**src/rtl/core/line_raster_to_display_writes_macros.svh**
```systemverilog
// assertion macros for the line rasterizer
`ifndef LINE_RASTER_TO_DISPLAY_WRITES_MACROS_SVH
`define LINE_RASTER_TO_DISPLAY_WRITES_MACROS_SVH

`ifndef ASSERT_OFF
// property that must hold at every edge outside reset
`define LRD_ASSERT(label, clk, rst, prop) \
  label: assert property (@(posedge clk) disable iff (rst) (prop)) \
    else $error("lrd assertion failed");
// antecedent implies consequent on the next edge
`define LRD_ASSERT_NEXT(label, clk, rst, ante, cons) \
  label: assert property (@(posedge clk) disable iff (rst) (ante) |=> (cons)) \
    else $error("lrd assertion failed");
`else
`define LRD_ASSERT(label, clk, rst, prop)
`define LRD_ASSERT_NEXT(label, clk, rst, ante, cons)
`endif

`endif

```
**src/rtl/core/lrd_pkg.sv**
```systemverilog
`timescale 1ns / 1ps
package lrd_pkg;

  // field and port widths
  localparam int FIELD_W   = 16;
  localparam int IN_DATA_W = 80;
  localparam int IN_USER_W = 1;
  localparam int OUT_DATA_W = 8;
  localparam int OUT_USER_W = 3;
  localparam int CFG_IDX_W = 1;

  // input field offsets inside tdata
  localparam int X_START_LSB = 0;
  localparam int Y_START_LSB = 16;
  localparam int X_END_LSB   = 32;
  localparam int Y_END_LSB   = 48;
  localparam int COLOR_LSB   = 64;

  // output tuser bits
  localparam int USER_CMD_BIT   = 0;
  localparam int USER_VALID_BIT = 1;
  localparam int USER_DONE_BIT  = 2;

  // defaults for top-level parameters
  localparam int COORD_BITS_DEF  = 16;
  localparam int QUEUE_DEPTH_DEF = 2;

  // register indexes and reset values
  localparam logic [CFG_IDX_W-1:0] CFG_PANEL_WIDTH  = 1'b0;
  localparam logic [CFG_IDX_W-1:0] CFG_PANEL_HEIGHT = 1'b1;
  localparam logic [FIELD_W-1:0] PANEL_WIDTH_RST  = 16'd240;
  localparam logic [FIELD_W-1:0] PANEL_HEIGHT_RST = 16'd320;

  // item kinds
  localparam logic KIND_LOAD = 1'b0;
  localparam logic KIND_STEP = 1'b1;

  // display controller commands
  localparam logic [7:0] CMD_COLUMN = 8'h2A;
  localparam logic [7:0] CMD_ROW    = 8'h2B;
  localparam logic [7:0] CMD_WRITE  = 8'h2C;

  // byte slots of one address-window write
  localparam int SLOT_W = 4;
  localparam logic [SLOT_W-1:0] SLOT_COL_CMD = 4'd0;
  localparam logic [SLOT_W-1:0] SLOT_COL_HI0 = 4'd1;
  localparam logic [SLOT_W-1:0] SLOT_COL_LO0 = 4'd2;
  localparam logic [SLOT_W-1:0] SLOT_COL_HI1 = 4'd3;
  localparam logic [SLOT_W-1:0] SLOT_COL_LO1 = 4'd4;
  localparam logic [SLOT_W-1:0] SLOT_ROW_CMD = 4'd5;
  localparam logic [SLOT_W-1:0] SLOT_ROW_HI0 = 4'd6;
  localparam logic [SLOT_W-1:0] SLOT_ROW_LO0 = 4'd7;
  localparam logic [SLOT_W-1:0] SLOT_ROW_HI1 = 4'd8;
  localparam logic [SLOT_W-1:0] SLOT_ROW_LO1 = 4'd9;
  localparam logic [SLOT_W-1:0] SLOT_WR_CMD  = 4'd10;
  localparam logic [SLOT_W-1:0] SLOT_CLR_HI  = 4'd11;
  localparam logic [SLOT_W-1:0] SLOT_CLR_LO  = 4'd12;

  // one classified point handed from front to back
  typedef struct packed {
    logic               clip;
    logic               done;
    logic [FIELD_W-1:0] col;
    logic [FIELD_W-1:0] row;
    logic [FIELD_W-1:0] color;
  } point_t;

endpackage

```
**src/rtl/core/lrd_front.sv**
```systemverilog
`timescale 1ns / 1ps
module lrd_front #(
  parameter int COORD_BITS = lrd_pkg::COORD_BITS_DEF
) (
  input  logic                           clk,
  input  logic                           rst,
  input  logic                           s_tvalid,
  output logic                           s_tready,
  // x_start, y_start, x_end, y_end, pixel_color
  input  logic [lrd_pkg::IN_DATA_W-1:0]  s_tdata,
  // kind
  input  logic [lrd_pkg::IN_USER_W-1:0]  s_tuser,
  input  logic [lrd_pkg::FIELD_W-1:0]    panel_width,
  input  logic [lrd_pkg::FIELD_W-1:0]    panel_height,
  input  logic                           q_full,
  output logic                           q_push,
  output lrd_pkg::point_t                q_data
);
  import lrd_pkg::*;

  localparam int ERR_W = COORD_BITS + 2;
  localparam int E2_W  = COORD_BITS + 3;

  logic signed [COORD_BITS-1:0] cur_x, cur_y, stop_x, stop_y;
  logic signed [ERR_W-1:0]      span_x, neg_span_y, error_acc;
  logic                         dir_x_neg, dir_y_neg;
  logic [FIELD_W-1:0]           line_color;
  logic                         line_active;

  logic                         accept;
  logic signed [COORD_BITS-1:0] x0, y0, x1, y1;
  logic signed [ERR_W-1:0]      dx, dy;
  logic [FIELD_W-1:0]           col, row;
  logic                         done;
  logic signed [E2_W-1:0]       e2;
  logic                         move_x, move_y;
  logic signed [ERR_W-1:0]      error_acc_next;

  assign s_tready = !q_full;
  assign accept   = s_tvalid && s_tready;

  // load endpoints at the configured coordinate width
  assign x0 = s_tdata[X_START_LSB +: COORD_BITS];
  assign y0 = s_tdata[Y_START_LSB +: COORD_BITS];
  assign x1 = s_tdata[X_END_LSB +: COORD_BITS];
  assign y1 = s_tdata[Y_END_LSB +: COORD_BITS];
  assign dx = ERR_W'(x1) - ERR_W'(x0);
  assign dy = ERR_W'(y1) - ERR_W'(y0);

  // rotate current point to panel coordinates and classify
  assign row  = FIELD_W'(cur_x);
  assign col  = panel_width - FIELD_W'(cur_y);
  assign done = (cur_x == stop_x) && (cur_y == stop_y);

  assign q_push       = accept && (s_tuser[0] == KIND_STEP) && line_active;
  assign q_data.clip  = (col >= panel_width) || (row >= panel_height);
  assign q_data.done  = done;
  assign q_data.col   = col;
  assign q_data.row   = row;
  assign q_data.color = line_color;

  // error stepping for all octants
  assign e2     = {error_acc, 1'b0};
  assign move_x = e2 >= E2_W'(neg_span_y);
  assign move_y = e2 <= E2_W'(span_x);
  assign error_acc_next = error_acc + (move_x ? neg_span_y : ERR_W'(0))
                                    + (move_y ? span_x : ERR_W'(0));

  // line state
  always_ff @(posedge clk) begin
    if (rst) begin
      line_active <= 1'b0;
    end else if (accept && (s_tuser[0] == KIND_LOAD)) begin
      line_active <= 1'b1;
    end else if (q_push && done) begin
      line_active <= 1'b0;
    end
  end

  always_ff @(posedge clk) begin
    if (accept && (s_tuser[0] == KIND_LOAD)) begin
      cur_x      <= x0;
      cur_y      <= y0;
      stop_x     <= x1;
      stop_y     <= y1;
      span_x     <= dx[ERR_W-1] ? -dx : dx;
      neg_span_y <= dy[ERR_W-1] ? dy : -dy;
      dir_x_neg  <= !(x0 < x1);
      dir_y_neg  <= !(y0 < y1);
      error_acc  <= (dx[ERR_W-1] ? -dx : dx) + (dy[ERR_W-1] ? dy : -dy);
      line_color <= s_tdata[COLOR_LSB +: FIELD_W];
    end else if (q_push && !done) begin
      error_acc <= error_acc_next;
      if (move_x) begin
        cur_x <= dir_x_neg ? cur_x - COORD_BITS'(1) : cur_x + COORD_BITS'(1);
      end
      if (move_y) begin
        cur_y <= dir_y_neg ? cur_y - COORD_BITS'(1) : cur_y + COORD_BITS'(1);
      end
    end
  end

endmodule

```
**src/rtl/core/lrd_queue.sv**
```systemverilog
`timescale 1ns / 1ps
`include "line_raster_to_display_writes_macros.svh"
module lrd_queue #(
  parameter int DEPTH = lrd_pkg::QUEUE_DEPTH_DEF
) (
  input  logic            clk,
  input  logic            rst,
  input  logic            push,
  input  lrd_pkg::point_t push_data,
  output logic            full,
  input  logic            pop,
  output logic            not_empty,
  output lrd_pkg::point_t head
);
  import lrd_pkg::*;

  localparam int PTR_W = (DEPTH > 1) ? $clog2(DEPTH) : 1;
  localparam int CNT_W = $clog2(DEPTH + 1);

  point_t             entries [DEPTH];
  logic [PTR_W-1:0]   wr_ptr, rd_ptr;
  logic [CNT_W-1:0]   count;

  assign full      = count == CNT_W'(DEPTH);
  assign not_empty = count != CNT_W'(0);
  assign head      = entries[rd_ptr];

  // storage
  always_ff @(posedge clk) begin
    if (push) begin
      entries[wr_ptr] <= push_data;
    end
  end

  // pointers and fill count
  always_ff @(posedge clk) begin
    if (rst) begin
      wr_ptr <= '0;
      rd_ptr <= '0;
      count  <= '0;
    end else begin
      if (push) begin
        wr_ptr <= (wr_ptr == PTR_W'(DEPTH - 1)) ? '0 : wr_ptr + PTR_W'(1);
      end
      if (pop) begin
        rd_ptr <= (rd_ptr == PTR_W'(DEPTH - 1)) ? '0 : rd_ptr + PTR_W'(1);
      end
      if (push && !pop) begin
        count <= count + CNT_W'(1);
      end else if (pop && !push) begin
        count <= count - CNT_W'(1);
      end
    end
  end

  `LRD_ASSERT(a_count_bound, clk, rst, count <= CNT_W'(DEPTH))
  `LRD_ASSERT(a_no_push_full, clk, rst, !(push && full))
  `LRD_ASSERT(a_no_pop_empty, clk, rst, !(pop && !not_empty))

endmodule

```
**src/rtl/core/lrd_back.sv**
```systemverilog
`timescale 1ns / 1ps
`include "line_raster_to_display_writes_macros.svh"
module lrd_back (
  input  logic                           clk,
  input  logic                           rst,
  input  logic                           q_valid,
  input  lrd_pkg::point_t                q_head,
  output logic                           q_pop,
  output logic                           m_tvalid,
  input  logic                           m_tready,
  // out_byte
  output logic [lrd_pkg::OUT_DATA_W-1:0] m_tdata,
  // is_command, byte_valid, line_done
  output logic [lrd_pkg::OUT_USER_W-1:0] m_tuser,
  // last_of_point
  output logic                           m_tlast
);
  import lrd_pkg::*;

  logic [SLOT_W-1:0]     slot;
  logic                  load_out;
  logic [OUT_DATA_W-1:0] byte_sel;
  logic                  cmd_sel, last_sel, done_sel;

  assign load_out = !m_tvalid || m_tready;
  assign q_pop    = load_out && q_valid && (q_head.clip || (slot == SLOT_CLR_LO));

  // byte of the address-window write for the current slot
  always_comb begin
    byte_sel = '0;
    cmd_sel  = 1'b0;
    last_sel = 1'b0;
    done_sel = 1'b0;
    unique case (slot) inside
      SLOT_COL_CMD: begin
        byte_sel = CMD_COLUMN;
        cmd_sel  = 1'b1;
      end
      SLOT_COL_HI0, SLOT_COL_HI1: byte_sel = q_head.col[15:8];
      SLOT_COL_LO0, SLOT_COL_LO1: byte_sel = q_head.col[7:0];
      SLOT_ROW_CMD: begin
        byte_sel = CMD_ROW;
        cmd_sel  = 1'b1;
      end
      SLOT_ROW_HI0, SLOT_ROW_HI1: byte_sel = q_head.row[15:8];
      SLOT_ROW_LO0, SLOT_ROW_LO1: byte_sel = q_head.row[7:0];
      SLOT_WR_CMD: begin
        byte_sel = CMD_WRITE;
        cmd_sel  = 1'b1;
      end
      SLOT_CLR_HI: byte_sel = q_head.color[15:8];
      SLOT_CLR_LO: begin
        byte_sel = q_head.color[7:0];
        last_sel = 1'b1;
        done_sel = q_head.done;
      end
      default: begin
        byte_sel = '0;
      end
    endcase
  end

  // slot counter walks the bytes of the head point
  always_ff @(posedge clk) begin
    if (rst) begin
      slot <= SLOT_COL_CMD;
    end else if (q_pop) begin
      slot <= SLOT_COL_CMD;
    end else if (load_out && q_valid) begin
      slot <= slot + SLOT_W'(1);
    end
  end

  // output register
  always_ff @(posedge clk) begin
    if (rst) begin
      m_tvalid <= 1'b0;
    end else if (load_out) begin
      m_tvalid <= q_valid;
    end
  end

  always_ff @(posedge clk) begin
    if (load_out && q_valid) begin
      if (q_head.clip) begin
        m_tdata                 <= '0;
        m_tuser[USER_CMD_BIT]   <= 1'b0;
        m_tuser[USER_VALID_BIT] <= 1'b0;
        m_tuser[USER_DONE_BIT]  <= q_head.done;
        m_tlast                 <= 1'b1;
      end else begin
        m_tdata                 <= byte_sel;
        m_tuser[USER_CMD_BIT]   <= cmd_sel;
        m_tuser[USER_VALID_BIT] <= 1'b1;
        m_tuser[USER_DONE_BIT]  <= done_sel;
        m_tlast                 <= last_sel;
      end
    end
  end

  `LRD_ASSERT(a_slot_bound, clk, rst, slot <= SLOT_CLR_LO)
  `LRD_ASSERT_NEXT(a_pop_shows_last, clk, rst, q_pop, m_tvalid && m_tlast)
  `LRD_ASSERT_NEXT(a_hold_stalled, clk, rst, m_tvalid && !m_tready, m_tvalid)

endmodule

```
**src/rtl/core/line_raster_to_display_writes.sv**
```systemverilog
`timescale 1ns / 1ps
// channel   dir  handshake           payload
// s_*       in   s_tvalid/s_tready   tdata: x_start y_start x_end y_end pixel_color; tuser: kind
// m_*       out  m_tvalid/m_tready   tdata: out_byte; tuser: is_command byte_valid line_done;
//                                    tlast: last_of_point
// cfg_*     in   cfg_we              cfg_index selects panel_width or panel_height
//
// an input item is taken every cycle while the point queue has room
// a visible point leaves as 13 bytes, a clipped point as one marker
// the output byte rate of the back end (one byte per cycle while m_tready is high) sets the point rate
// first byte passes through the point queue and the output register after the step item is accepted
// rst is synchronous; it empties the queue, drops the active line and
// restores panel width 240 and height 320
// a stall on m_tready fills the queue, then s_tready falls
module line_raster_to_display_writes #(
  parameter int COORD_BITS  = lrd_pkg::COORD_BITS_DEF,
  parameter int QUEUE_DEPTH = lrd_pkg::QUEUE_DEPTH_DEF
) (
  input  logic                           clk,
  input  logic                           rst,
  input  logic                           s_tvalid,
  output logic                           s_tready,
  // x_start, y_start, x_end, y_end, pixel_color
  input  logic [lrd_pkg::IN_DATA_W-1:0]  s_tdata,
  // kind
  input  logic [lrd_pkg::IN_USER_W-1:0]  s_tuser,
  output logic                           m_tvalid,
  input  logic                           m_tready,
  // out_byte
  output logic [lrd_pkg::OUT_DATA_W-1:0] m_tdata,
  // is_command, byte_valid, line_done
  output logic [lrd_pkg::OUT_USER_W-1:0] m_tuser,
  // last_of_point
  output logic                           m_tlast,
  input  logic                           cfg_we,
  input  logic [lrd_pkg::CFG_IDX_W-1:0]  cfg_index,
  input  logic [lrd_pkg::FIELD_W-1:0]    cfg_data
);
  import lrd_pkg::*;

  logic [FIELD_W-1:0] panel_width, panel_height;
  logic               q_push, q_full, q_pop, q_valid;
  point_t             q_in, q_head;

  // configuration registers
  always_ff @(posedge clk) begin
    if (rst) begin
      panel_width  <= PANEL_WIDTH_RST;
      panel_height <= PANEL_HEIGHT_RST;
    end else if (cfg_we) begin
      unique case (cfg_index)
        CFG_PANEL_WIDTH:  panel_width  <= cfg_data;
        CFG_PANEL_HEIGHT: panel_height <= cfg_data;
        default: begin
        end
      endcase
    end
  end

  // stepping and classification
  lrd_front #(
    .COORD_BITS(COORD_BITS)
  ) u_front (
    .clk         (clk),
    .rst         (rst),
    .s_tvalid    (s_tvalid),
    .s_tready    (s_tready),
    .s_tdata     (s_tdata),
    .s_tuser     (s_tuser),
    .panel_width (panel_width),
    .panel_height(panel_height),
    .q_full      (q_full),
    .q_push      (q_push),
    .q_data      (q_in)
  );

  // point queue between front and back
  lrd_queue #(
    .DEPTH(QUEUE_DEPTH)
  ) u_queue (
    .clk      (clk),
    .rst      (rst),
    .push     (q_push),
    .push_data(q_in),
    .full     (q_full),
    .pop      (q_pop),
    .not_empty(q_valid),
    .head     (q_head)
  );

  // byte serializer
  lrd_back u_back (
    .clk     (clk),
    .rst     (rst),
    .q_valid (q_valid),
    .q_head  (q_head),
    .q_pop   (q_pop),
    .m_tvalid(m_tvalid),
    .m_tready(m_tready),
    .m_tdata (m_tdata),
    .m_tuser (m_tuser),
    .m_tlast (m_tlast)
  );

endmodule

```
**config.mk**
```make
export PLATFORM = sky130hd
export DESIGN_NAME = line_raster_to_display_writes
export DESIGN_NICKNAME = d
export VERILOG_FILES = /design/src/rtl/core/lrd_pkg.sv /design/src/rtl/core/lrd_front.sv /design/src/rtl/core/lrd_queue.sv /design/src/rtl/core/lrd_back.sv /design/src/rtl/core/line_raster_to_display_writes.sv
export VERILOG_INCLUDE_DIRS = /design/src /design/src/rtl/core
export SDC_FILE = /design/constraint.sdc
export NUM_CORES = 1
export LEC_CHECK = 0
export ABC_AREA = 1
export BUFFER_PORTS_ARGS = -buffer_cell sky130_fd_sc_hd__buf_2
export CORE_MARGIN = 4
export CORE_UTILIZATION = 35
export DETAILED_ROUTE_END_ITERATION = 8
export GPL_ROUTABILITY_DRIVEN = 0
export PLACE_DENSITY = 0.54
export REMOVE_ABC_BUFFERS = 1
export SYNTH_ARGS = -nofsm -noshare
export SYNTH_HDL_FRONTEND = slang
export SYNTH_SLANG_ARGS = --single-unit
```
**constraint.sdc**
```tcl
create_clock -name clk -period 5 [get_ports clk]
set_clock_uncertainty 0.2 [all_clocks]
set_input_delay 0.25 -clock clk [delete_from_list [all_inputs] [get_ports clk]]
set_output_delay 0.25 -clock clk [all_outputs]
set_load 0.05 [all_outputs]
```
**Word-level counts from Yosys, hierarchy flattened**

Memory sizes are Yosys's and may differ from the RTL's. A register that Yosys moved wholly into a read port is not among the register bits.
Index checks and enable logic that the tools add are counted.

- Shifts and indexed selects: 0
- Mux-type cells: 29
- Bitwise logic cells: 2
- Multipliers: 0
- Equality and inequality tests: 15
- Reduce and logical (&&, ||, !) cells: 38
- Div/mod/pow operators: 0
- $lt $le $gt $ge: 6
- Add/sub/neg operators: 17

Operators with widths:

| cell | count |
|---|---|
| 2-to-1 mux 16 bit | 8 |
| 2-to-1 mux 18 bit | 6 |
| one-hot mux 8 bit (9 select lines) | 1 |
| adder 18 bit | 3 |
| negation 18 bit | 2 |
| subtractor 16 x 16 -> 17 bit | 2 |
| adder 16 x 2 -> 16 bit, second input constant | 2 |
| equality test 16 bit | 2 |
| greater-or-equal comparator 16 bit | 2 |
| < comparator 16 bit | 2 |
| subtractor 16 x 2 -> 16 bit, second input constant | 2 |
| equality test 4 bit, second input constant | 5 |
| greater-or-equal comparator 19 x 18 -> 1 bit | 1 |
| less-or-equal comparator 19 x 18 -> 1 bit | 1 |
| equality test 4 x 3 -> 1 bit, second input constant | 4 |
| subtractor 16 bit | 1 |
| nonzero test 2 bit | 6 |
| logical AND 1 bit | 11 |
| 2-to-1 mux 1 bit | 11 |
| OR reduction 2 bit | 5 |
| equality test 4 x 2 -> 1 bit, second input constant | 2 |
| AND reduction 2 bit | 4 |
| logical NOT 1 bit | 7 |
| adder 4 x 1 -> 4 bit, second input constant | 1 |
| 11 further kinds | 16 |

- ROM bits: 0
- Word-level logic and storage cells: 130
- Output and inout port bits: 14
- Flip-flop bits (word level): 190
- Input port bits: 103
- Bits in latches: 0
- Memories kept: 1
- RAM bits: 100

Memories:

| memory | depth | bits a word | rd ports | clocked after Yosys merged registers in | wr ports | line | RTL |
|---|---|---|---|---|---|---|---|
| u_queue.entries | 2 | 50 | 1 | 1 | 1 | lrd_queue.sv:20 | `point_t entries [DEPTH];` |

**Logic depth before layout (Yosys ltp)**

Gate-level depths: netlist of run 1.

- Depth in word-level cells: 9
- Mapped depth: 33
- Mapped depth without buffers: 32

**Cells and area by module**

Synthesis of run 1 repeated with hierarchy kept, for this count alone.

- Cell total of the unflattened synthesis: 2451
- Area total of the unflattened synthesis: 20962.6 um^2

By module, submodules not included:

| module | seq. area each (um^2) | area each (um^2) | times used | cells each |
|---|---|---|---|---|
| lrd_front | 4103.9 | 14256.2 | 1 | 1926 |
| lrd_queue | 3103.0 | 4091.4 | 1 | 189 |
| line_raster_to_display_writes | 640.6 | 1308.8 | 1 | 168 |
| lrd_back | 460.4 | 1306.3 | 1 | 168 |

**Least setup slack after synthesis of run 1**

OpenSTA, ideal clock, no wires.

- Kind: flip-flop to flip-flop
- Start: register u_queue.count[0]
- End: register u_front.cur_y[14], data pin
- Stages on the path, launching flop included: 8
- Path buffers: 2
- Data arrival time: 4.070 ns
- Setup time: 0.378 ns
- Required time: 4.422 ns
- Period minus slack after synthesis: 4.647 ns
- Path slack: 0.353 ns
- Path through: dfxtp_1 -> inv_1 -> nand2_1 -> nand2_1 -> nor2_1 -> clkbuf_1 -> clkbuf_1 -> a21oi_1

- Longest elaborated chain between the ends: 5

RTL lines:

| element | line | RTL |
|---|---|---|
| from (decl) | lrd_queue.sv:22 | `logic [CNT_W-1:0] count;` |
| from (signal assigned) | lrd_queue.sv:49 | `count <= count + CNT_W'(1);` |
| from (signal assigned) | lrd_queue.sv:51 | `count <= count - CNT_W'(1);` |
| equality test 2 bit | lrd_queue.sv:24 | `assign full = count == CNT_W'(DEPTH);` |
| logical NOT 1 bit | lrd_front.sv:39 | `assign s_tready = !q_full;` |
| net s_tready | line_raster_to_display_writes.sv:22 | `output logic s_tready,` |
| logical AND 1 bit | lrd_front.sv:40 | `assign accept = s_tvalid && s_tready;` |
| logical AND 1 bit | lrd_front.sv:81 | `if (accept && (s_tuser[0] == KIND_LOAD)) begin` |
| 2-to-1 mux 16 bit | lrd_front.sv:81 |  |
| to (signal assigned) | lrd_front.sv:83 | `cur_y <= y0;` |
| to (signal assigned) | lrd_front.sv:98 | `cur_y <= dir_y_neg ? cur_y - COORD_BITS'(1) : cur_y + COORD_BITS'(1);` |
| to (decl) | lrd_front.sv:24 | `logic signed [COORD_BITS-1:0] cur_x, cur_y, stop_x, stop_y;` |

The timed path passes the listed nets, and every way through them passes these cells.
A chain may end at the register's enable or synchronous reset.

**Worst setup path in the final report of run 1**

- Start: register u_front.error_acc[17]
- End: register u_front.error_acc[15], data pin

- Longest elaborated chain between the ends: 6
- Elaborated cells between the ends (all ways): 8
- Classes of those cells: 2 x add/sub; 2 x order compare; 4 x mux

RTL lines:

| element | line | RTL |
|---|---|---|
| from (decl) | lrd_front.sv:25 | `logic signed [ERR_W-1:0] span_x, neg_span_y, error_acc;` |
| from (signal assigned) | lrd_front.sv:90 | `error_acc <= (dx[ERR_W-1] ? -dx : dx) + (dy[ERR_W-1] ? dy : -dy);` |
| from (signal assigned) | lrd_front.sv:93 | `error_acc <= error_acc_next;` |
| greater-or-equal comparator 19 x 18 -> 1 bit | lrd_front.sv:64 | `assign move_x = e2 >= E2_W'(neg_span_y);` |
| 2-to-1 mux 18 bit | lrd_front.sv:66 | `assign error_acc_next = error_acc + (move_x ? neg_span_y : ERR_W'(0))` |
| adder 18 bit | lrd_front.sv:66 |  |
| adder 18 bit (*) | lrd_front.sv:67 | `+ (move_y ? span_x : ERR_W'(0));` |
| 2-to-1 mux 18 bit (*) | lrd_front.sv:92 | `end else if (q_push && !done) begin` |
| 2-to-1 mux 18 bit (*) | lrd_front.sv:81 |  |

Mark *: on every way between the ends. The rest lies on a longest branch, timed or not. The select of a mux whose other input is x is not followed.

==> results of run 1 <==
[cell type report]
type | instances | share of cell area
multi-input combinational | 1617 | 0.422
sequential | 291 | 0.353
timing repair buffer | 247 | 0.0789
inverter | 359 | 0.0575
tap | 748 | 0.0398
clock buffer | 44 | 0.0395
clock inverter | 19 | 0.00898
[worst min-delay path by stage]
stage / depth (start not counted) / start / slack (ns) / endpoint
floorplan: 1 / rst / 0.12 / u_front.line_active$_SDFFE_PP0P_
global placement: 1 / s_tdata[66] / 0.23 / u_front.line_color[2]$_DFFE_PP_
detailed placement: 1 / s_tdata[66] / 0.23 / u_front.line_color[2]$_DFFE_PP_
CTS: 5 / cfg_we / 0.01 / panel_width[6]$_SDFFE_PP1P_
global route: 5 / cfg_we / 0.07 / panel_width[6]$_SDFFE_PP1P_
finish: 5 / cfg_we / 0.04 / panel_width[6]$_SDFFE_PP1P_
[power groups by stage]
stage               logic, mW  registers, mW  clock network, mW
floorplan                4.36           3.72                  0
global placement         6.22           3.62                  0
finish                   6.58           3.58               2.58
detailed placement       6.30           3.63                  0
global route             7.51           3.62               2.74
CTS                      6.40           3.58               2.65
[metrics by stage]
stage / power [mW] / instance area [sq um] / setup TNS [ns] / hold slack, ns
global placement: 9.84 / 21200 / 0 / 0.228
finish: 12.7 / 23500 / 0 / 0.0403
CTS: 12.6 / 23400 / 0 / 0.0150
global route: 13.9 / 23500 / -0.0239 / 0.0667
floorplan: 8.08 / 19500 / -645.03 / 0.119
detailed placement: 9.93 / 21200 / -0.00337 / 0.228
[kinds of logic after synthesis]
kind of cell    count (synthesis)
flops                         291
simple gates                  893
buf+inv                       392
compound gates                416
xor+xnor                       97
other cells                     1
mux                             1
fa+ha+maj                     209
[cells in the final DEF (no fill, tap or decap), types with 14 or more instances in the layout]
master / instances
dlygate4sd3_1: 106
o211ai_1: 14
ha_1: 182
fa_1: 24
buf_2: 116
nor2_1: 142
clkbuf_16: 35
nor3_1: 18
buf_4: 22
or2_2: 22
a21oi_1: 179
nand3_1: 102
nand4_1: 31
edfxtp_1: 248
o21ai_0: 120
inv_1: 354
xnor2_1: 39
xor2_1: 52
dfxtp_1: 43
nand2_1: 534
[tightest hold or removal path, delay by kind of cell]
family          cells  cell delay (ns)
simple gates        2             0.21
buf+inv             2             0.14
compound gates      1             0.10
[what timing repair did]
action	4_1_cts	5_1_grt
pin swaps	1	4
endpoints found under the hold margin	114	0
setup buffers	0	8
resized for setup	1	24
setup endpoints to repair	1	9
hold buffers	106	0
[state kept, by name, indices dropped and copies added, names as in the netlist, 18 cells and up, named ones only]
signal,cells
u_queue.entries,100
u_front.error_acc,18
u_front.neg_span_y,18
u_front.span_x,18
[routing by layer]
layer	up-vias	wire length (um)	track usage
met4	0	1710	0.0587
met1	7670	26000	0.250
met3	91	2780	0.0235
met2	383	26100	0.315
met5	-	0	0
li1	8240	-	-
==> metrics.txt, run 1 <==
status finished clean; CTS Sinks 291; Hold Vio Cnt, Final 0; max-cap viol count 0; Worst path top cell family by delay simple AND/OR/NAND/NOR gates; Worst Setup Slack, final 0.264 ns; Synth Area in Compound Gates 0.120; CTS Buffer Depth 3; Layout Cells excl Fill 3325; # fillers 5589; share of layout cells above drive strength 1 0.104; Die Wd 245 um; top cells by area, synth edfxtp_1, ha_1, nand2_1; DP Worst Slack -0.00337 ns; Pins Over Slew Limit 0; EDFF count, synth 248; Skew-Pair Late Insertion Delay 0.57 ns; row cnt 86; boundary pin count 117; switch share 0.438; Yosys cell types 57; cell with the most instances after synthesis nand2_1; CP arrival 4.85 ns; Worst Reg-to-Reg Cells 25; clk root buf clkbuf_16; register area 8310 sq um; cell count after placement 3148; vias in the first global route 16289; clock power share 0.203; DRC errors left 0; largest family of logic cells by synthesized area simple AND/OR/NAND/NOR gates; syn_area_per_cell 8.53 sq um; Synth Area in Adders 0.143; Pint 7.16 mW; Post-Route Utilization 0.426; Top FF cell, synth edfxtp_1; first-pass GRT wire length 88300 um; post-synthesis mux area share 0.000510; post-synth top area cell edfxtp_1; CP max stage cell fa_1; post-route minimum period 4.74 ns; most frequent cells after synthesis nand2_1, inv_1, edfxtp_1; post-synthesis simple-gate area fraction 0.192; Tcrit/Tclk final 0.947; R2R setup slack 0.26 ns; CP endpoint kind flip-flop; Comb power frac 0.516; DR WL/cell 17.0 um; Mapped Cells 2300; synthesized area 19600 sq um; clock slew at reported path FFs 0.06 ns; crit path capture u_front.error_acc[15]$_DFFE_PP_; DR iter-0 viols 927; DR vias 16384; core area 55300 sq um; antenna diode count 0; worst r2r dst u_front.error_acc[15]$_DFFE_PP_; r2r startpoint u_front.error_acc[17]$_DFFE_PP_; H-Tree Depth 2; die area 59900 sq um; Area Growth Syn to Fin 20.0%; pwr/cell area 541 nW/um^2; YS warnings 0; vias per cell 4.93; P_leak 10.5 nW; Post-Route WL 56600 um; input/output buffers 116; post-route ant nets 0; Hold/Removal Path Class primary input to flip-flop; register area share after synthesis 0.424; Max Fclk 211 MHz; CP peak stage delay 0.51 ns; Initial DRT Pass Iterations 5; xor/xnor share of the synthesized area 0.0462; post-synthesis sequential element count 291; Starting Density 0.355; TritonCTS clock tree yes; Inserted Clock Buffers 35; DP Wirelength 43200 um; ys async rst share 0; CP Max Fanout 7; Nets 2863; final setup vio count 0; Least-Margin Pin Slew 1.30 ns; Seq pwr share 0.281; Max VDD drop 0.000278 V; startpoint types flip-flop; multi-input logic area 9940 sq um; antenna violations before repair 0; CP Class flip-flop to flip-flop; Worst setup startpoint u_front.error_acc[17]$_DFFE_PP_; Worst path depth 25; height of the die 245 um; Worst slew margin 0.137; largest net degree at the start of global routing 143; switching power 5.59 mW; global route total overflow 0; CP required 5.11 ns; gr usage total 0.186; top cell type's share of synthesized area 0.380; most frequent CP cell nand2_1; WP buf/inv 4
Note: power is estimated with default switching activity, not from simulation.
==> run 2, diff against run 1 <==
--- a/config.mk
+++ b/config.mk
@@ -8,6 +8,7 @@
 export LEC_CHECK = 0
 export ABC_AREA = 1
 export BUFFER_PORTS_ARGS = -buffer_cell sky130_fd_sc_hd__buf_2
+export CORE_ASPECT_RATIO = 0.7
 export CORE_MARGIN = 4
 export CORE_UTILIZATION = 35
 export DETAILED_ROUTE_END_ITERATION = 8
==> run 2 against run 1 <==
  * Worst hold slack gained 0.0042 ns
  * Register-to-register slack about the same
  * Final cell count grew 0.15%
  * Sequential share of layout area fell by 0.19 points
  * Combinational power up 3.8%
  * Critical path depth increased by 1
  * Sequential power barely moved
  * Routed wire length up 5.5%
  * Setup slack got worse by 0.026 ns
  * Total power increased by 2.1%
==> metrics.txt, run 2 (same netlist as run 1, synthesis figures left out) <==
vias in the first global route 15717 (was 16289); final setup vio count 0 (unchanged); status finished clean (unchanged); CTS Sinks 291 (unchanged); antenna violations before repair 5 (was 0); DRC errors left 0 (unchanged); DP Wirelength 46300 um (was 43200 um); pwr/cell area 550 nW/um^2 (was 541 nW/um^2); Pins Over Slew Limit 0 (unchanged); row cnt 72 (was 86); height of the die 206 um (was 245 um); CP required 5.11 ns (about the same); clock power share 0.200 (was 0.203); core area 55300 sq um (about the same); Skew-Pair Late Insertion Delay 0.56 ns (was 0.57 ns); boundary pin count 117 (unchanged); DR iter-0 viols 1421 (was 927); max-cap viol count 0 (unchanged); gr usage total 0.195 (was 0.186); DR vias 16773 (was 16384); P_leak 10.6 nW (was 10.5 nW); Seq pwr share 0.275 (was 0.281); switching power 5.75 mW (was 5.59 mW); startpoint types primary input (was flip-flop); crit path capture u_front.error_acc[17]$_DFFE_PP_ (was u_front.error_acc[15]$_DFFE_PP_); share of layout cells above drive strength 1 0.111 (was 0.104); CP endpoint kind flip-flop (unchanged); CP Max Fanout 6 (was 7); CP Class primary input to flip-flop (was flip-flop to flip-flop); largest net degree at the start of global routing 143 (unchanged); Worst slew margin 0.241 (was 0.137); worst r2r dst u_front.error_acc[15]$_DFFE_PP_ (unchanged); post-route ant nets 0 (unchanged); first-pass GRT wire length 91500 um (was 88300 um); vias per cell 5.04 (was 4.93); CP peak stage delay 0.53 ns (was 0.51 ns); Largest register FFs 100 (unchanged); Worst setup startpoint s_tdata[49] (was u_front.error_acc[17]$_DFFE_PP_); Nets 2877 (was 2863); hold_ws 0.0444 ns (was 0.0403 ns); # fillers 5482 (was 5589); CTS Buffer Depth 3 (unchanged); commonest cells after routing, fill and taps aside nand2_1, inv_1, edfxtp_1 (unchanged); Hold/Removal Path Class primary input to flip-flop (unchanged); die area 60000 sq um (was 59900 sq um); Post-Route WL 59700 um (was 56600 um); switch share 0.442 (was 0.438); input/output buffers 116 (unchanged); Max Fclk 210 MHz (was 211 MHz); H-Tree Depth 2 (unchanged); Hold Vio Cnt, Final 0 (unchanged); Die Wd 291 um (was 245 um); Comb power frac 0.525 (was 0.516); CP arrival 4.87 ns (was 4.85 ns); Max VDD drop 0.000262 V (was 0.000278 V); clk root buf clkbuf_16 (unchanged); Starting Density 0.355 (about the same); clock slew at reported path FFs 0.07 ns (was 0.06 ns); Tcrit/Tclk final 0.953 (was 0.947); most frequent CP cell nand2_1 (unchanged); Initial DRT Pass Iterations 8 (was 5); TritonCTS clock tree yes (unchanged); Inserted Clock Buffers 35 (unchanged); global route total overflow 0 (unchanged); largest reg by FF count u_queue.entries (unchanged); CP max stage cell dlygate4sd3_1 (was fa_1); Worst Reg-to-Reg Cells 20 (was 25); Pint 7.26 mW (was 7.16 mW); commonest non-fill, non-tap cell in the layout nand2_1 (unchanged); setup TNS 0 ns (unchanged); Area Growth Syn to Fin 20.7% (was 20.0%); post-route minimum period 4.76 ns (was 4.74 ns); Least-Margin Pin Slew 1.14 ns (was 1.30 ns); r2r startpoint u_front.error_acc[11]$_DFFE_PP_ (was u_front.error_acc[17]$_DFFE_PP_); DR WL/cell 17.9 um (was 17.0 um); R2R setup slack 0.25 ns (was 0.26 ns)
[run 2: cell types whose count changed in the layout (fill, tap and decap cells not counted), moves of 2 or more]
cell,delta
o21ai_2,+2
clkinv_1,-4
clkinv_4,-2
clkinvlp_4,+2
o21ai_1,-2
buf_4,+13
[run 2: per-layer routing]
layer / share of wire / global-route usage / vias to the layer above
li1: - / - / 8278
met1: 0.51 / 0.305 / 7866
met2: 0.38 / 0.263 / 545
met3: 0.097 / 0.0577 / 74
met4: 0.016 / 0.0370 / 10
met5: 0.0022 / 0.00894 / -
[run 2: worst max-delay path: cells and delay by family]
family                     cells  cell delay (ns)
AOI/OAI and AO/OA              3             0.59
xor gates and xnor gates       1             0.53
adders and majority gates      2             0.82
buffers and inverters          7             1.36
and+or+nand+nor               13             1.31
[run 2: power groups by stage]
stage                     clock (mW)  sequential, mW  combinational (mW)
after floorplan                    0            3.72                4.36
after global placement             0            3.61                6.38
after detailed placement           0            3.62                6.50
after CTS                       2.66            3.57                6.61
after global routing            2.75            3.61                7.71
final                           2.60            3.58                6.83
[run 2: how the worst min path moves through the flow]
stage / startpoint / endpoint / slack (ns) / depth (start not counted)
3_5_place_dp: s_tdata[79] / u_front.line_color[15]$_DFFE_PP_ / 0.23 / 1
6_report: s_tdata[16] / u_front.neg_span_y[0]$_DFFE_PP_ / 0.04 / 3
5_1_grt: s_tdata[16] / u_front.neg_span_y[0]$_DFFE_PP_ / 0.08 / 3
2_1_floorplan: rst / u_front.line_active$_SDFFE_PP0P_ / 0.12 / 1
3_3_place_gp: s_tdata[72] / u_front.line_color[8]$_DFFE_PP_ / 0.23 / 1
4_1_cts: cfg_we / panel_width[6]$_SDFFE_PP1P_ / 0.01 / 4
[run 2: area by class of cell]
| class | instances | area, sq um | area share |
|---|---|---|---|
| diodes | 1 | 2.50 | 0.000106 |
| well taps | 740 | 926 | 0.0391 |
| clock inverters | 16 | 224 | 0.00946 |
| clock buffers | 45 | 933 | 0.0394 |
| multi-input cells | 1617 | 9960 | 0.421 |
| inverters | 359 | 1350 | 0.0571 |
| repair buffers | 261 | 1970 | 0.0832 |
| flip-flops and latches | 291 | 8310 | 0.351 |
[run 2: repair_timing]
action	4_1_cts	5_1_grt
hold buffers	106	0
setup buffers	0	7
resized for setup	0	24
hold endpoints to repair	114	0
setup endpoints to repair	0	10
[run 2: metrics by stage]
| step | util | area [sq um] | total power [mW] | setup slack, ns | std cells |
|---|---|---|---|---|---|
| detailed placement | 0.385 | 21300 | 10.1 | -0.105 | 3155 |
| floorplan | - | 19500 | 8.08 | -6.25 | 2267 |
| CTS | 0.425 | 23500 | 12.8 | 0.00801 | 3322 |
| finish | 0.428 | 23700 | 13.0 | 0.237 | 3330 |
| global route | 0.428 | 23700 | 14.1 | -0.0368 | 3329 |
| global placement | 0.385 | 21300 | 9.99 | -0.0431 | 3155 |
==> run 3, diff against run 2 <==
--- a/config.mk
+++ b/config.mk
@@ -6,7 +6,6 @@
 export SDC_FILE = /design/constraint.sdc
 export NUM_CORES = 1
 export LEC_CHECK = 0
-export ABC_AREA = 1
 export BUFFER_PORTS_ARGS = -buffer_cell sky130_fd_sc_hd__buf_2
 export CORE_ASPECT_RATIO = 0.7
 export CORE_MARGIN = 4
@@ -15,6 +14,7 @@
 export GPL_ROUTABILITY_DRIVEN = 0
 export PLACE_DENSITY = 0.54
 export REMOVE_ABC_BUFFERS = 1
+export SETUP_SLACK_MARGIN = 0.15
 export SYNTH_ARGS = -nofsm -noshare
 export SYNTH_HDL_FRONTEND = slang
 export SYNTH_SLANG_ARGS = --single-unit
==> run 3 against run 2 <==
  * The run now ends with negative setup slack left
  * Critical path depth decreased by 2
  * Clock-buffer cell count fell by 1
  * Global-route usage increased by 0.10 points
  * Setup slack got worse by 0.49 ns
  * First-iteration DRC count fell by 1.3%
  * Non-clock buffer count is 142 higher
  * Core utilization increased by 2.1 points
  * Critical path type is now flip-flop to flip-flop
  * Largest cell class unchanged
==> metrics.txt, run 3 <==
Worst Setup Slack, final -0.257 ns (was 0.237 ns); post-route ant nets 0 (unchanged); clock slew at reported path FFs 0.07 ns (about the same); Hold/Removal Path Class primary input to flip-flop (unchanged); vias in the first global route 15151 (was 15717); Worst setup startpoint u_front.error_acc[3]$_DFFE_PP_ (was s_tdata[49]); startpoint types flip-flop (was primary input); commonest cells after routing, fill and taps aside edfxtp_1, inv_1, buf_4 (was nand2_1, inv_1, edfxtp_1); CP required 5.11 ns (about the same); EDFF count, synth 248 (unchanged); Die Wd 286 um (was 291 um); clk root buf clkbuf_16 (unchanged); Top FF cell, synth edfxtp_1 (unchanged); Worst slew margin 0.255 (was 0.241); Skew-Pair Late Insertion Delay 0.60 ns (was 0.56 ns); CTS Sinks 291 (unchanged); DR WL/cell 19.1 um (was 17.9 um); core area 53700 sq um (was 55300 sq um); DR vias 15632 (was 16773); Area Growth Syn to Fin 27.3% (was 20.7%); P_leak 10.1 nW (was 10.6 nW); Least-Margin Pin Slew 1.12 ns (was 1.14 ns); DR iter-0 viols 1402 (was 1421); input/output buffers 116 (unchanged); largest net degree at the start of global routing 63 (was 143); most frequent cells after synthesis edfxtp_1, inv_1, ha_1 (was nand2_1, inv_1, edfxtp_1); r2r startpoint u_front.error_acc[3]$_DFFE_PP_ (was u_front.error_acc[11]$_DFFE_PP_); CP endpoint kind flip-flop (unchanged); Largest register FFs 100 (unchanged); vias per cell 5.15 (was 5.04); YS warnings 0 (unchanged); status finished, violations left (was finished clean); Post-Route WL 57900 um (was 59700 um); Initial DRT Pass Iterations 5 (was 8); antenna violations before repair 0 (was 5); H-Tree Depth 1 (was 2); Max Fclk 190 MHz (was 210 MHz); row cnt 71 (was 72); Mapped Cells 1882 (was 2300); top cell type's share of synthesized area 0.393 (was 0.380); synthesized area 18900 sq um (was 19600 sq um); boundary pin count 117 (unchanged); pwr/cell area 583 nW/um^2 (was 550 nW/um^2); Pins Over Slew Limit 0 (unchanged); share of layout cells above drive strength 1 0.194 (was 0.111); RSZ-0062 raised after global routing true; DRC errors left 0 (unchanged); setup TNS -0.462 ns (was 0 ns); ys async rst share 0 (unchanged); Yosys cell types 73 (was 57); largest reg by FF count u_queue.entries (unchanged); Hold Vio Cnt, Final 0 (unchanged); final setup vio count 3 (was 0); hold_ws 0.0351 ns (was 0.0444 ns); TritonCTS clock tree yes (unchanged); global route total overflow 0 (unchanged); Starting Density 0.353 (was 0.355); gr usage total 0.196 (was 0.195); post-route minimum period 5.26 ns (was 4.76 ns); CP Max Fanout 6 (unchanged); first-pass GRT wire length 88700 um (was 91500 um); failing checks negative setup slack; commonest non-fill, non-tap cell in the layout edfxtp_1 (was nand2_1); syn_area_per_cell 10.1 sq um (was 8.53 sq um); hold_sp s_tuser (was s_tdata[16]); die area 57900 sq um (was 60000 sq um); post-synth top area cell edfxtp_1 (unchanged); Nets 2589 (was 2877); top cells by area, synth edfxtp_1, ha_1, dfxtp_1 (was edfxtp_1, ha_1, nand2_1); height of the die 203 um (was 206 um); CTS Buffer Depth 3 (unchanged); register area share after synthesis 0.439 (was 0.424); DP Wirelength 44100 um (was 46300 um); Tcrit/Tclk final 1.05 (was 0.953); CP arrival 5.37 ns (was 4.87 ns); max-cap viol count 0 (unchanged); cell with the most instances after synthesis edfxtp_1 (was nand2_1); Max VDD drop 0.000394 V (was 0.000262 V); Inserted Clock Buffers 31 (was 35); CP Class flip-flop to flip-flop (was primary input to flip-flop); post-synthesis sequential element count 291 (unchanged)
## run 3: area by class of cell
class	count	area (sq um)
tap	730	913
clock buffer	44	865
inverter	203	764
antenna	1	2.50
clock inverter	14	178
sequential	291	8310
timing repair buffer	403	3010
multi-input combinational	1347	10100
fill	5160	29600
## run 3: worst paths after layout
kind                            slack [ns]  cells past startpoint                                to
worst max register to register       -0.26                     24   u_front.error_acc[17]$_DFFE_PP_
worst max-delay path                 -0.26                     24   u_front.error_acc[17]$_DFFE_PP_
worst min register to register        0.25                      0  u_queue.entries[0][12]$_DFFE_PP_
worst min-delay path                  0.04                      4       u_queue.wr_ptr$_SDFFE_PP0P_
## run 3: logic make-up after synthesis
logic type	synth area share
simple gates	0.136
buf+inv	0.0484
xor+xnor	0.0643
fa+ha+maj	0.148
flops	0.439
compound gates	0.152
other cells	0.000198
mux	0.0131
## run 3: layer usage
layer / routed length [um] / global-route usage / share of wire / vias up
met5: 0 / 0 / 0 / -
met4: 677 / 0.0236 / 0.012 / 0
met3: 5500 / 0.0615 / 0.095 / 46
met2: 22000 / 0.264 / 0.38 / 501
met1: 29700 / 0.311 / 0.51 / 7502
li1: - / - / - / 7583
## run 3: worst max-delay path, stage by stage (launching register included)
cell and delay, ns:
edfxtp_1 0.44, buf_4 0.17, ha_1 0.29, nand3_1 0.08
a21o_1 0.20, a21oi_2 0.27, o21ai_2 0.12, a31oi_1 0.18
buf_4 0.20, nand2_2 0.08, fa_1 0.51, inv_1 0.06
ha_4 0.16, inv_2 0.06, fa_2 0.23, nor2b_4 0.05
o31a_1 0.29, o211ai_1 0.21, buf_4 0.16, a21oi_4 0.05
o21a_1 0.22, o21a_1 0.19, o41a_1 0.33, xnor2_1 0.15
mux2i_1 0.10
## run 3: through the flow
| stage | cell area (sq um) | worst slack [ns] | instances | util | total power, mW |
|---|---|---|---|---|---|
| final | 24100 | -0.257 | 3033 | 0.449 | 14.0 |
| after global placement | 21600 | -0.983 | 2857 | 0.402 | 10.7 |
| after floorplan | 18800 | -0.334 | 1841 | - | 8.18 |
| after global routing | 24100 | -0.459 | 3032 | 0.449 | 15.1 |
| after CTS | 23800 | -0.231 | 3022 | 0.444 | 13.6 |
| after detailed placement | 21600 | -1.02 | 2857 | 0.402 | 10.8 |
## run 3: timing repair
item / in CTS / in global routing
hold buffers: 99 / 0
setup buffers: 8 / 10
hold endpoints to repair: 114 / 0
gates resized for setup: 42 / 44
setup endpoints to repair: 14 / 13
pin swaps: 21 / 25
## run 3: power by group
part	internal, mW	switching [mW]	leakage [nW]
clock	1.37	1.04	0.510
sequential	3.32	0.311	2.64
combinational	3.70	4.30	6.94
